$ cat src/hdl/nidc_pkg.sv
// Shared types, codes and arithmetic helpers for the national ID checksum checker.
`default_nettype none

package nidc_pkg;

    localparam int unsigned IdLen     = 11;
    localparam int unsigned PosSat    = 12;
    localparam int unsigned SumLen    = 10;

    localparam logic [7:0]  AsciiZero = 8'd48;
    localparam logic [7:0]  AsciiNine = 8'd57;
    localparam logic [7:0]  SexBias   = 8'd47;

    localparam logic [11:0] Base19xx  = 12'd1900;
    localparam logic [11:0] Base20xx  = 12'd2000;
    localparam logic [6:0]  MonthOff  = 7'd20;

    typedef enum logic [2:0] {
        ST_OK    = 3'd0,
        ST_SHORT = 3'd1,
        ST_LONG  = 3'd2,
        ST_SEX   = 3'd3,
        ST_CHAR  = 3'd4,
        ST_SUM   = 3'd5,
        ST_MONTH = 3'd6,
        ST_DAY   = 3'd7
    } t_status;

    // Per-string state as it stands once the current word has been folded in.
    typedef struct packed {
        logic [3:0] count;
        logic [3:0] sum_mod;
        logic       bad_char;
        logic [7:0] tenth_char;
        logic [6:0] year_digits;
        logic [6:0] month_digits;
        logic [6:0] day_digits;
        logic [7:0] check_digit;
    } t_acc_view;

    typedef struct packed {
        t_status     status;
        logic [11:0] birth_year;
        logic [3:0]  birth_month;
        logic [4:0]  birth_day;
    } t_result;

    // Checksum weight by position: 9,7,3,1 repeating.
    function automatic logic [3:0] weight(input logic [1:0] phase);
        logic [3:0] w;
        unique case (phase)
            2'd0: w = 4'd9;
            2'd1: w = 4'd7;
            2'd2: w = 4'd3;
            2'd3: w = 4'd1;
            default: w = 4'd0;
        endcase
        return w;
    endfunction

    // Remainder by ten of a value below 128: reciprocal multiply, then subtract.
    function automatic logic [3:0] mod10(input logic [6:0] x);
        logic [14:0] prod;
        logic [3:0]  q;
        logic [7:0]  qx10;
        logic [7:0]  rem;
        prod = x * 8'd205;
        q    = prod[14:11];
        qx10 = {q, 3'b000} + {3'b000, q, 1'b0};
        rem  = {1'b0, x} - qx10;
        return rem[3:0];
    endfunction

endpackage

`default_nettype wire

$ cat src/hdl/nidc_in_if.sv
// Input channel: one ID character per word with a last flag.
`default_nettype none

interface nidc_in_if;
    logic       valid;
    logic       ready;
    logic [7:0] char_byte;
    logic       is_last;

    modport source (output valid, output char_byte, output is_last, input ready);
    modport sink   (input valid, input char_byte, input is_last, output ready);
endinterface

`default_nettype wire

$ cat src/hdl/nidc_out_if.sv
// Result channel: status code and decoded birth date.
`default_nettype none

interface nidc_out_if;
    logic        valid;
    logic        ready;
    logic [2:0]  status;
    logic [11:0] birth_year;
    logic [3:0]  birth_month;
    logic [4:0]  birth_day;

    modport source (output valid, output status, output birth_year, output birth_month,
                    output birth_day, input ready);
    modport sink   (input valid, input status, input birth_year, input birth_month,
                    input birth_day, output ready);
endinterface

`default_nettype wire

$ cat src/hdl/nidc_accum.sv
// Per-string accumulator: position count, checksum residue and captured fields.
`default_nettype none

module nidc_accum (
    input  wire logic               i_clk,
    input  wire logic               i_rst_n,
    input  wire logic               i_step,
    input  wire logic [7:0]         i_char_byte,
    input  wire logic               i_is_last,
    output nidc_pkg::t_acc_view     o_view
);
    import nidc_pkg::*;

    t_acc_view  r_acc;
    t_acc_view  n_acc;
    logic       is_digit;
    logic [3:0] dv;
    logic [7:0] dv_off;
    logic [6:0] dv_x10;
    logic [6:0] sum_raw;

    assign is_digit = (i_char_byte >= AsciiZero) && (i_char_byte <= AsciiNine);
    assign dv_off   = i_char_byte - AsciiZero;
    assign dv       = is_digit ? dv_off[3:0] : 4'd0;
    assign dv_x10   = {dv, 3'b000} + {2'b00, dv, 1'b0};
    assign sum_raw  = {3'b000, r_acc.sum_mod} + (dv * weight(r_acc.count[1:0]));

    always_comb begin
        n_acc = r_acc;
        if (r_acc.count < 4'(IdLen)) begin
            if (!is_digit) begin
                n_acc.bad_char = 1'b1;
            end
            if (r_acc.count < 4'(SumLen)) begin
                n_acc.sum_mod = mod10(sum_raw);
            end
            unique case (r_acc.count)
                4'd0:    n_acc.year_digits  = dv_x10;
                4'd1:    n_acc.year_digits  = r_acc.year_digits + {3'b000, dv};
                4'd2:    n_acc.month_digits = dv_x10;
                4'd3:    n_acc.month_digits = r_acc.month_digits + {3'b000, dv};
                4'd4:    n_acc.day_digits   = dv_x10;
                4'd5:    n_acc.day_digits   = r_acc.day_digits + {3'b000, dv};
                4'd9:    n_acc.tenth_char   = i_char_byte;
                4'd10:   n_acc.check_digit  = i_char_byte;
                default: ;
            endcase
        end
        // saturate the count
        if (r_acc.count < 4'(PosSat)) begin
            n_acc.count = r_acc.count + 4'd1;
        end
    end

    assign o_view = n_acc;

    always_ff @(posedge i_clk) begin
        if (!i_rst_n) begin
            r_acc <= '0;
        end else if (i_step) begin
            if (i_is_last) begin
                r_acc <= '0;
            end else begin
                r_acc <= n_acc;
            end
        end
    end

endmodule

`default_nettype wire

$ cat src/hdl/nidc_eval.sv
// Final checks on a completed string: length, sex, characters, checksum, date.
`default_nettype none

module nidc_eval (
    input  wire nidc_pkg::t_acc_view i_view,
    input  wire logic                i_expected_sex,
    output nidc_pkg::t_result        o_result
);
    import nidc_pkg::*;

    logic       sex_bad;
    logic       sum_bad;
    logic       month_lo;
    logic       month_hi;
    logic       day_bad;
    logic [7:0] check_off;
    logic [6:0] month_adj;

    // Remainder of (tenth - 47) with truncating division: -1 never matches.
    always_comb begin
        if (i_view.tenth_char >= SexBias) begin
            sex_bad = (!i_view.tenth_char[0]) != i_expected_sex;
        end else if (!i_view.tenth_char[0]) begin
            sex_bad = 1'b1;
        end else begin
            sex_bad = i_expected_sex;
        end
    end

    assign check_off = i_view.check_digit - AsciiZero;
    assign sum_bad   = (check_off != {4'd0, i_view.sum_mod});
    assign month_lo  = (i_view.month_digits >= 7'd1)  && (i_view.month_digits <= 7'd12);
    assign month_hi  = (i_view.month_digits >= 7'd21) && (i_view.month_digits <= 7'd32);
    assign day_bad   = (i_view.day_digits == 7'd0) || (i_view.day_digits > 7'd31);
    assign month_adj = i_view.month_digits - MonthOff;

    always_comb begin
        o_result = '0;
        priority if (i_view.count < 4'(IdLen)) begin
            o_result.status = ST_SHORT;
        end else if (i_view.count > 4'(IdLen)) begin
            o_result.status = ST_LONG;
        end else if (sex_bad) begin
            o_result.status = ST_SEX;
        end else if (i_view.bad_char) begin
            o_result.status = ST_CHAR;
        end else if (sum_bad) begin
            o_result.status = ST_SUM;
        end else if (!month_lo && !month_hi) begin
            o_result.status = ST_MONTH;
        end else if (day_bad) begin
            o_result.status = ST_DAY;
        end else begin
            o_result.status      = ST_OK;
            o_result.birth_year  = (month_hi ? Base20xx : Base19xx)
                                   + {5'd0, i_view.year_digits};
            o_result.birth_month = month_hi ? month_adj[3:0] : i_view.month_digits[3:0];
            o_result.birth_day   = i_view.day_digits[4:0];
        end
    end

endmodule

`default_nettype wire

$ cat src/hdl/national_id_checksum_checker_core.sv
// National ID checksum checker top level: word pipeline, result register, config register.
// A last word accepted into the input register moves on into the result register, from
//   which the sink can take it.
// Throughput: one word per cycle; a word only waits when a last word sits in the input
//   register and the result register is still held by the sink.
// Reset (synchronous, active low) empties both registers, clears all per-string state
//   and sets the expected sex to 0; no clearing pass is needed.
`default_nettype none

module national_id_checksum_checker_core (
    input  wire logic   i_clk,
    input  wire logic   i_rst_n,
    input  wire logic   i_cfg_wr_en,
    input  wire logic   i_cfg_wr_data,
    nidc_in_if.sink     i_char,
    nidc_out_if.source  o_res
);
    import nidc_pkg::*;

    // Input register: holds the accepted word until the accumulator takes it.
    logic       r_s1_valid;
    logic [7:0] r_s1_byte;
    logic       r_s1_last;

    // Result register.
    logic       r_out_valid;
    t_result    r_out;

    logic       r_expected_sex;

    logic       out_free;
    logic       s1_move;
    logic       in_take;
    t_acc_view  acc_view;
    t_result    eval_result;

    // The result register frees up when it is empty or being read this cycle.
    assign out_free = !r_out_valid || o_res.ready;
    // A non-last word never needs the result register, so it always advances.
    assign s1_move  = r_s1_valid && (!r_s1_last || out_free);
    assign i_char.ready = !r_s1_valid || s1_move;
    assign in_take  = i_char.valid && i_char.ready;

    always_ff @(posedge i_clk) begin
        if (!i_rst_n) begin
            r_expected_sex <= 1'b0;
        end else if (i_cfg_wr_en) begin
            r_expected_sex <= i_cfg_wr_data;
        end
    end

    always_ff @(posedge i_clk) begin
        if (!i_rst_n) begin
            r_s1_valid <= 1'b0;
        end else if (in_take) begin
            r_s1_valid <= 1'b1;
        end else if (s1_move) begin
            r_s1_valid <= 1'b0;
        end
    end

    // Payload: load on accept, hold otherwise.
    always_ff @(posedge i_clk) begin
        if (in_take) begin
            r_s1_byte <= i_char.char_byte;
            r_s1_last <= i_char.is_last;
        end
    end

    nidc_accum u_accum (
        .i_clk       (i_clk),
        .i_rst_n     (i_rst_n),
        .i_step      (s1_move),
        .i_char_byte (r_s1_byte),
        .i_is_last   (r_s1_last),
        .o_view      (acc_view)
    );

    nidc_eval u_eval (
        .i_view         (acc_view),
        .i_expected_sex (r_expected_sex),
        .o_result       (eval_result)
    );

    // Load the result register when a last word advances; drop it once read.
    always_ff @(posedge i_clk) begin
        if (!i_rst_n) begin
            r_out_valid <= 1'b0;
        end else if (s1_move && r_s1_last) begin
            r_out_valid <= 1'b1;
        end else if (o_res.ready) begin
            r_out_valid <= 1'b0;
        end
    end

    always_ff @(posedge i_clk) begin
        if (s1_move && r_s1_last) begin
            r_out <= eval_result;
        end
    end

    assign o_res.valid       = r_out_valid;
    assign o_res.status      = r_out.status;
    assign o_res.birth_year  = r_out.birth_year;
    assign o_res.birth_month = r_out.birth_month;
    assign o_res.birth_day   = r_out.birth_day;

    // A new result only appears right after a last word advanced.
    a_res_from_last: assert property (@(posedge i_clk) disable iff (!i_rst_n)
        $rose(r_out_valid) |-> $past(r_s1_valid && r_s1_last))
        else $error("result appeared without a last word");

    // An ok result carries a plausible date.
    a_ok_date: assert property (@(posedge i_clk) disable iff (!i_rst_n)
        (r_out_valid && r_out.status == ST_OK) |->
            (r_out.birth_month != 4'd0 && r_out.birth_month <= 4'd12 &&
             r_out.birth_day != 5'd0 && r_out.birth_year >= Base19xx))
        else $error("ok result with out-of-range date");

    // A failing result carries a zero date.
    a_fail_zero: assert property (@(posedge i_clk) disable iff (!i_rst_n)
        (r_out_valid && r_out.status != ST_OK) |->
            (r_out.birth_year == 12'd0 && r_out.birth_month == 4'd0 &&
             r_out.birth_day == 5'd0))
        else $error("failing result with nonzero date");

endmodule

`default_nettype wire
$ cat src/flat_wrapper.sv
// flat-port wrapper written by rule: the top's interface ports become plain ports
module national_id_checksum_checker_core_flat import nidc_pkg::*;
  (i_clk, i_rst_n, i_cfg_wr_en, i_cfg_wr_data, i_char_valid, i_char_char_byte, i_char_is_last, i_char_ready, o_res_valid, o_res_status, o_res_birth_year, o_res_birth_month, o_res_birth_day, o_res_ready);
  nidc_in_if i_char_i ();
  nidc_out_if o_res_i ();
  input  wire logic i_clk;
  input  wire logic i_rst_n;
  input  wire logic i_cfg_wr_en;
  input  wire logic i_cfg_wr_data;
  input wire logic [$bits(i_char_i.valid)-1:0] i_char_valid;
  input wire logic [$bits(i_char_i.char_byte)-1:0] i_char_char_byte;
  input wire logic [$bits(i_char_i.is_last)-1:0] i_char_is_last;
  output wire logic [$bits(i_char_i.ready)-1:0] i_char_ready;
  output wire logic [$bits(o_res_i.valid)-1:0] o_res_valid;
  output wire logic [$bits(o_res_i.status)-1:0] o_res_status;
  output wire logic [$bits(o_res_i.birth_year)-1:0] o_res_birth_year;
  output wire logic [$bits(o_res_i.birth_month)-1:0] o_res_birth_month;
  output wire logic [$bits(o_res_i.birth_day)-1:0] o_res_birth_day;
  input wire logic [$bits(o_res_i.ready)-1:0] o_res_ready;
  assign i_char_i.valid = i_char_valid;
  assign i_char_i.char_byte = i_char_char_byte;
  assign i_char_i.is_last = i_char_is_last;
  assign i_char_ready = i_char_i.ready;
  assign o_res_valid = o_res_i.valid;
  assign o_res_status = o_res_i.status;
  assign o_res_birth_year = o_res_i.birth_year;
  assign o_res_birth_month = o_res_i.birth_month;
  assign o_res_birth_day = o_res_i.birth_day;
  assign o_res_i.ready = o_res_ready;
  national_id_checksum_checker_core u_core (.i_clk(i_clk), .i_rst_n(i_rst_n), .i_cfg_wr_en(i_cfg_wr_en), .i_cfg_wr_data(i_cfg_wr_data), .i_char(i_char_i), .o_res(o_res_i));
endmodule
$ cat config.mk
export PLATFORM = sky130hd
export DESIGN_NAME = national_id_checksum_checker_core_flat
export DESIGN_NICKNAME = d
export VERILOG_FILES = /design/src/hdl/nidc_pkg.sv /design/src/hdl/nidc_in_if.sv /design/src/hdl/nidc_out_if.sv /design/src/hdl/nidc_accum.sv /design/src/hdl/nidc_eval.sv /design/src/hdl/national_id_checksum_checker_core.sv /design/src/flat_wrapper.sv
export SDC_FILE = /design/constraint.sdc
export NUM_CORES = 1
export LEC_CHECK = 0
export BUFFER_PORTS_ARGS = -buffer_cell sky130_fd_sc_hd__buf_2
export CORE_MARGIN = 2
export CORE_UTILIZATION = 50
export CTS_CLUSTER_DIAMETER = 120
export DETAILED_ROUTE_END_ITERATION = 10
export PLACE_DENSITY = 0.7
export SYNTH_ARGS = -nofsm -noshare
export SYNTH_HDL_FRONTEND = slang
export SYNTH_HIERARCHICAL = 1
export SYNTH_SLANG_ARGS = --single-unit
$ cat constraint.sdc
create_clock -name i_clk -period 9.7 [get_ports i_clk]
set_clock_uncertainty 0.15 [all_clocks]
set_input_delay 0.485 -clock i_clk [delete_from_list [all_inputs] [get_ports i_clk]]
set_output_delay 0.485 -clock i_clk [all_outputs]
set_load 0.005 [all_outputs]
==> Flow_metrics.wiki <==
{| class="wikitable"
! Metric !! Value
|-
| Outcome || completed
|-
| Final weighted congestion of routability-driven global placement || 0.8740
|-
| Source of the critical timing path || u_core/r_s1_byte[6]
|-
| Most frequent cell on the critical path || sky130_fd_sc_hd__xnor2_1
|-
| Data required, critical path || 9.78 ns
|-
| # Max-Cap Violations || 0
|-
| Congestion Overflow GR || 0
|-
| Placement Rows || 41
|-
| Number of max-slew violations in the final report || 0
|-
| Most common cell after layout, fill and taps aside || sky130_fd_sc_hd__ha_1
|-
| Via count of the first global-routing pass || 4923
|-
| Relative contribution of sequential cells to total power || 47.9%
|-
| Antenna violations before repair || 0
|-
| Data arrival time of the critical path || 9.24 ns
|-
| Max stage delay cell, worst path || sky130_fd_sc_hd__fa_1
|-
| Combinational Power Share || 7.4%
|-
| Number of filler cells placed in the layout || 1107
|-
| Number of nets produced by synthesis || 756
|-
| Area share of and/or/nand/nor cells after synthesis || 17.64%
|-
| Clock-pin transition on the worst setup and hold timing paths || 0.07 ns
|-
| Number of distinct library cell variants in the gate-level netlist after synthesis || 70
|-
| TritonCTS Sinks || 82
|-
| Most frequent cells in the layout || 77 x sky130_fd_sc_hd__ha_1, 49 x sky130_fd_sc_hd__dfxtp_1, 48 x sky130_fd_sc_hd__inv_1
|-
| Minimum clock period after layout || 9.160 ns
|-
| Xor-xnor portion of the synthesized cell area || 4.268%
|-
| Synthesis-to-finish area growth || 12.21%
|-
| Via count normalized by instance count || 5.784
|-
| Syn Area/Cell || 9.862 um^2
|-
| Buf+Inv Stages, Crit Path || 4
|-
| Flip-flop and latch count after synthesis || 82
|-
| Number of DRC violations after detailed-routing iteration 0 || 289
|-
| Share of the synthesized area in compound gates (AO/OA/AOI/OAI) || 17.96%
|-
| Worst reg2reg path depth || 38
|-
| TritonCTS clock tree || done
|-
| Routed wirelength normalized by instance count || 17.17 um
|-
| Most used flip-flop cell after synthesis || sky130_fd_sc_hd__dfxtp_1
|-
| Nature of the critical path endpoint || flop
|-
| Power density relative to cell area || 107.3 nW/um^2
|-
| Cts bufs inserted || 9
|-
| Adder-Cell Fraction of Synth Area || 21.13%
|-
| Worst skew pair latency || 0.36 ns
|-
| Die Height || 116.8 um
|-
| Clock group share of total power || 44.7%
|-
| Global-route wire length before repair || 24380 um
|-
| Total chip power || 765.9 uW
|-
| Hold violation count in the final report || 0
|-
| Hold Path Cell Cnt || 1
|-
| Number of standard cells after synthesis || 645
|-
| Clock root cell || sky130_fd_sc_hd__clkbuf_16
|-
| Area of the die || 13640 um^2
|-
| First-pass detailed-route iteration total || 5
|-
| Initial cell density of the core || 50.82%
|-
| Sum Neg Setup Slack || 0 ns
|-
| Transition time at the pin with the least slew margin || 1.303 ns
|-
| Worst Hold Launch || i_char_is_last
|-
| Yosys warning total || 6
|-
| Via count || 5032
|-
| Main combinational cell family by area after synthesis || adder cells
|-
| Cell area after technology mapping || 6361 um^2
|-
| LEAKAGE || 0.003284 uW
|-
| Final critical-path share of the clock period || 94.43%
|-
| Achievable frequency || 109.2 MHz
|-
| DRT antenna net count || 0
|-
| Share of async-settable or async-resettable flops after synthesis || 0%
|-
| Post-detail-place hpwl || 10620 um
|-
| Nets || 804
|-
| Share of total power consumed by net switching || 23.99%
|-
| Sequential area share after synthesis || 31.00%
|-
| Number of flops mapped to enable cells by yosys || 33
|-
| Overall Global Routing Usage || 23.26%
|-
| IO buf count || 40
|-
| Worst reg2reg path startpoint || u_core/r_s1_byte[6]
|-
| Pint || 582.2 uW
|-
| Multiplexer fraction of the synthesized cell area || 3.659%
|-
| Kind of critical path || flop to flop
|-
| Slowest cell delay on critical path || 0.58 ns
|-
| Peak supply drop || 0.0001359 V
|-
| Classification of the worst-slack hold path || primary input to flop
|-
| Boundary Pins || 41
|-
| Net switching power || 183.8 uW
|-
| Aggregate routed wire length || 14940 um
|-
| Antenna cells || 0
|-
| DRC Markers || 0
|-
| Startpoint type of the worst setup path || flop
|-
| Crit path max fanout || 7
|-
| Layout cells sized above 1 || 15.04%
|-
| Final setup violation count || 0
|-
| Placeable core region || 12520 um^2
|-
| CTS Buffer Depth || 2
|-
| Unrepaired setup endpoints after global routing || no
|-
| Width of the chip || 116.8 um
|-
| Cell family with the largest share of critical-path delay || adder cells
|-
| Worst hold path endpoint || u_core/r_s1_last
|-
| Maximum level of the CTS H-tree || 3
|-
| Relative slew slack || 12.64%
|-
| Pin count of the biggest net entering global routing || 55
|-
| Reg-to-reg critical path endpoint || u_core/o_res.birth_year[6]
|-
| Setup slack on the worst flop-to-flop path || 0.54 ns
|}
[layout make-up]
cell class	count	area, um^2	share of cell area, %
clock buffer	10	229.0	3.208
clock inverter	6	57.56	0.8063
inverter	49	183.9	2.577
multi-input combinational	496	4168	58.39
sequential	82	1972	27.62
tap	172	215.2	3.015
timing repair buffer	55	312.8	4.382
[worst max path at each step]
stage / end / slack, ns / depth (start not counted)
floorplan: u_core/o_res.birth_month[1] / 0.54 / 37
global route: u_core/o_res.birth_year[6] / 0.009 / 38
CTS: u_core/o_res.birth_day[4] / 0.04 / 38
finish: u_core/o_res.birth_year[6] / 0.54 / 38
detailed placement: u_core/o_res.birth_year[6] / 0.11 / 38
global placement: u_core/o_res.birth_day[1] / 0.38 / 38
[worst reg2reg max path, delay by kind of cell (launching register included)]
kind | cells | cell delay, ns
adders and majority gates | 10 | 4.04
and+or+nand+nor | 8 | 1.45
AOI/OAI and AO/OA | 7 | 1.42
xor gates and xnor gates | 8 | 1.22
DFF | 1 | 0.40
buffers and inverters | 4 | 0.23
muxes | 1 | 0.13
[stage by stage]
stage               hold WS, ns  cells  setup slack (ns)  util, %  area, um^2
floorplan                0.2793    645            0.5373        -        6361
global placement         0.2933    847            0.3807    53.98        6756
detailed placement       0.2988    847            0.1058    53.98        6756
CTS                      0.1388    863           0.03890    56.27        7043
global route             0.1436    870          0.008813    57.03        7138
finish                   0.1550    870            0.5399    57.03        7138
[kinds of logic (layout without fill, tap and decap cells)]
logic type | after synthesis | count (layout)
flops | 82 | 82
simple gates | 192 | 192
fa+ha+maj | 96 | 96
compound gates | 155 | 156
buf+inv | 68 | 120
xor+xnor | 31 | 31
mux | 21 | 21
[cell usage after synthesis (14+ instances only)]
cell,instances,area (um^2)
sky130_fd_sc_hd__inv_1,48,180.2
sky130_fd_sc_hd__dfxtp_1,49,980.9
sky130_fd_sc_hd__ha_1,77,963.4
sky130_fd_sc_hd__nor2b_1,41,256.5
sky130_fd_sc_hd__edfxtp_1,33,991.0
sky130_fd_sc_hd__a21o_1,14,105.1
sky130_fd_sc_hd__xnor2_1,20,175.2
sky130_fd_sc_hd__mux2_1,15,168.9
sky130_fd_sc_hd__fa_1,19,380.4
sky130_fd_sc_hd__and2_1,25,156.4
sky130_fd_sc_hd__nand2_1,39,146.4
sky130_fd_sc_hd__clkbuf_1,14,52.55
sky130_fd_sc_hd__a21oi_1,27,135.1
sky130_fd_sc_hd__a22oi_1,38,285.3
sky130_fd_sc_hd__nor2_1,24,90.09
[registers in the layout, summed over array words and instances (netlist names)]
name	cells
u_core/u_accum/r_acc	46
u_core/o_res.birth_year	12
u_core/r_s1_byte	8
u_core/o_res.birth_day	5
u_core/o_res.birth_month	4
u_core/o_res.status	3
u_core/o_res.valid	1
u_core/r_expected_sex	1
u_core/r_s1_last	1
u_core/r_s1_valid	1
[routing by layer]
metal  GRT usage [%]  wire length (um)  vias to the layer above
met2           37.76              6873                      138
met3           5.922               800                       25
met4           7.922               303                        0
li1                -                 -                     2443
met1           30.36              6962                     2426
met5               0                 0                        -
[power by group through the flow]
stage	Clock [uW]	Sequential (uW)	Combinational [uW]
after floorplan	0	373	36.7
after global placement	0	374	52.4
after detailed placement	0	374	54.2
after CTS	350	367	54.5
after global routing	363	367	63.5
final	342	367	56.6
[timing repair]
item,in CTS,in global routing
hold buffers,0,0
buffers inserted,0,6
resized for setup,0,10
endpoints found under the setup margin,0,24
Note: power is estimated with default switching activity, not from simulation.
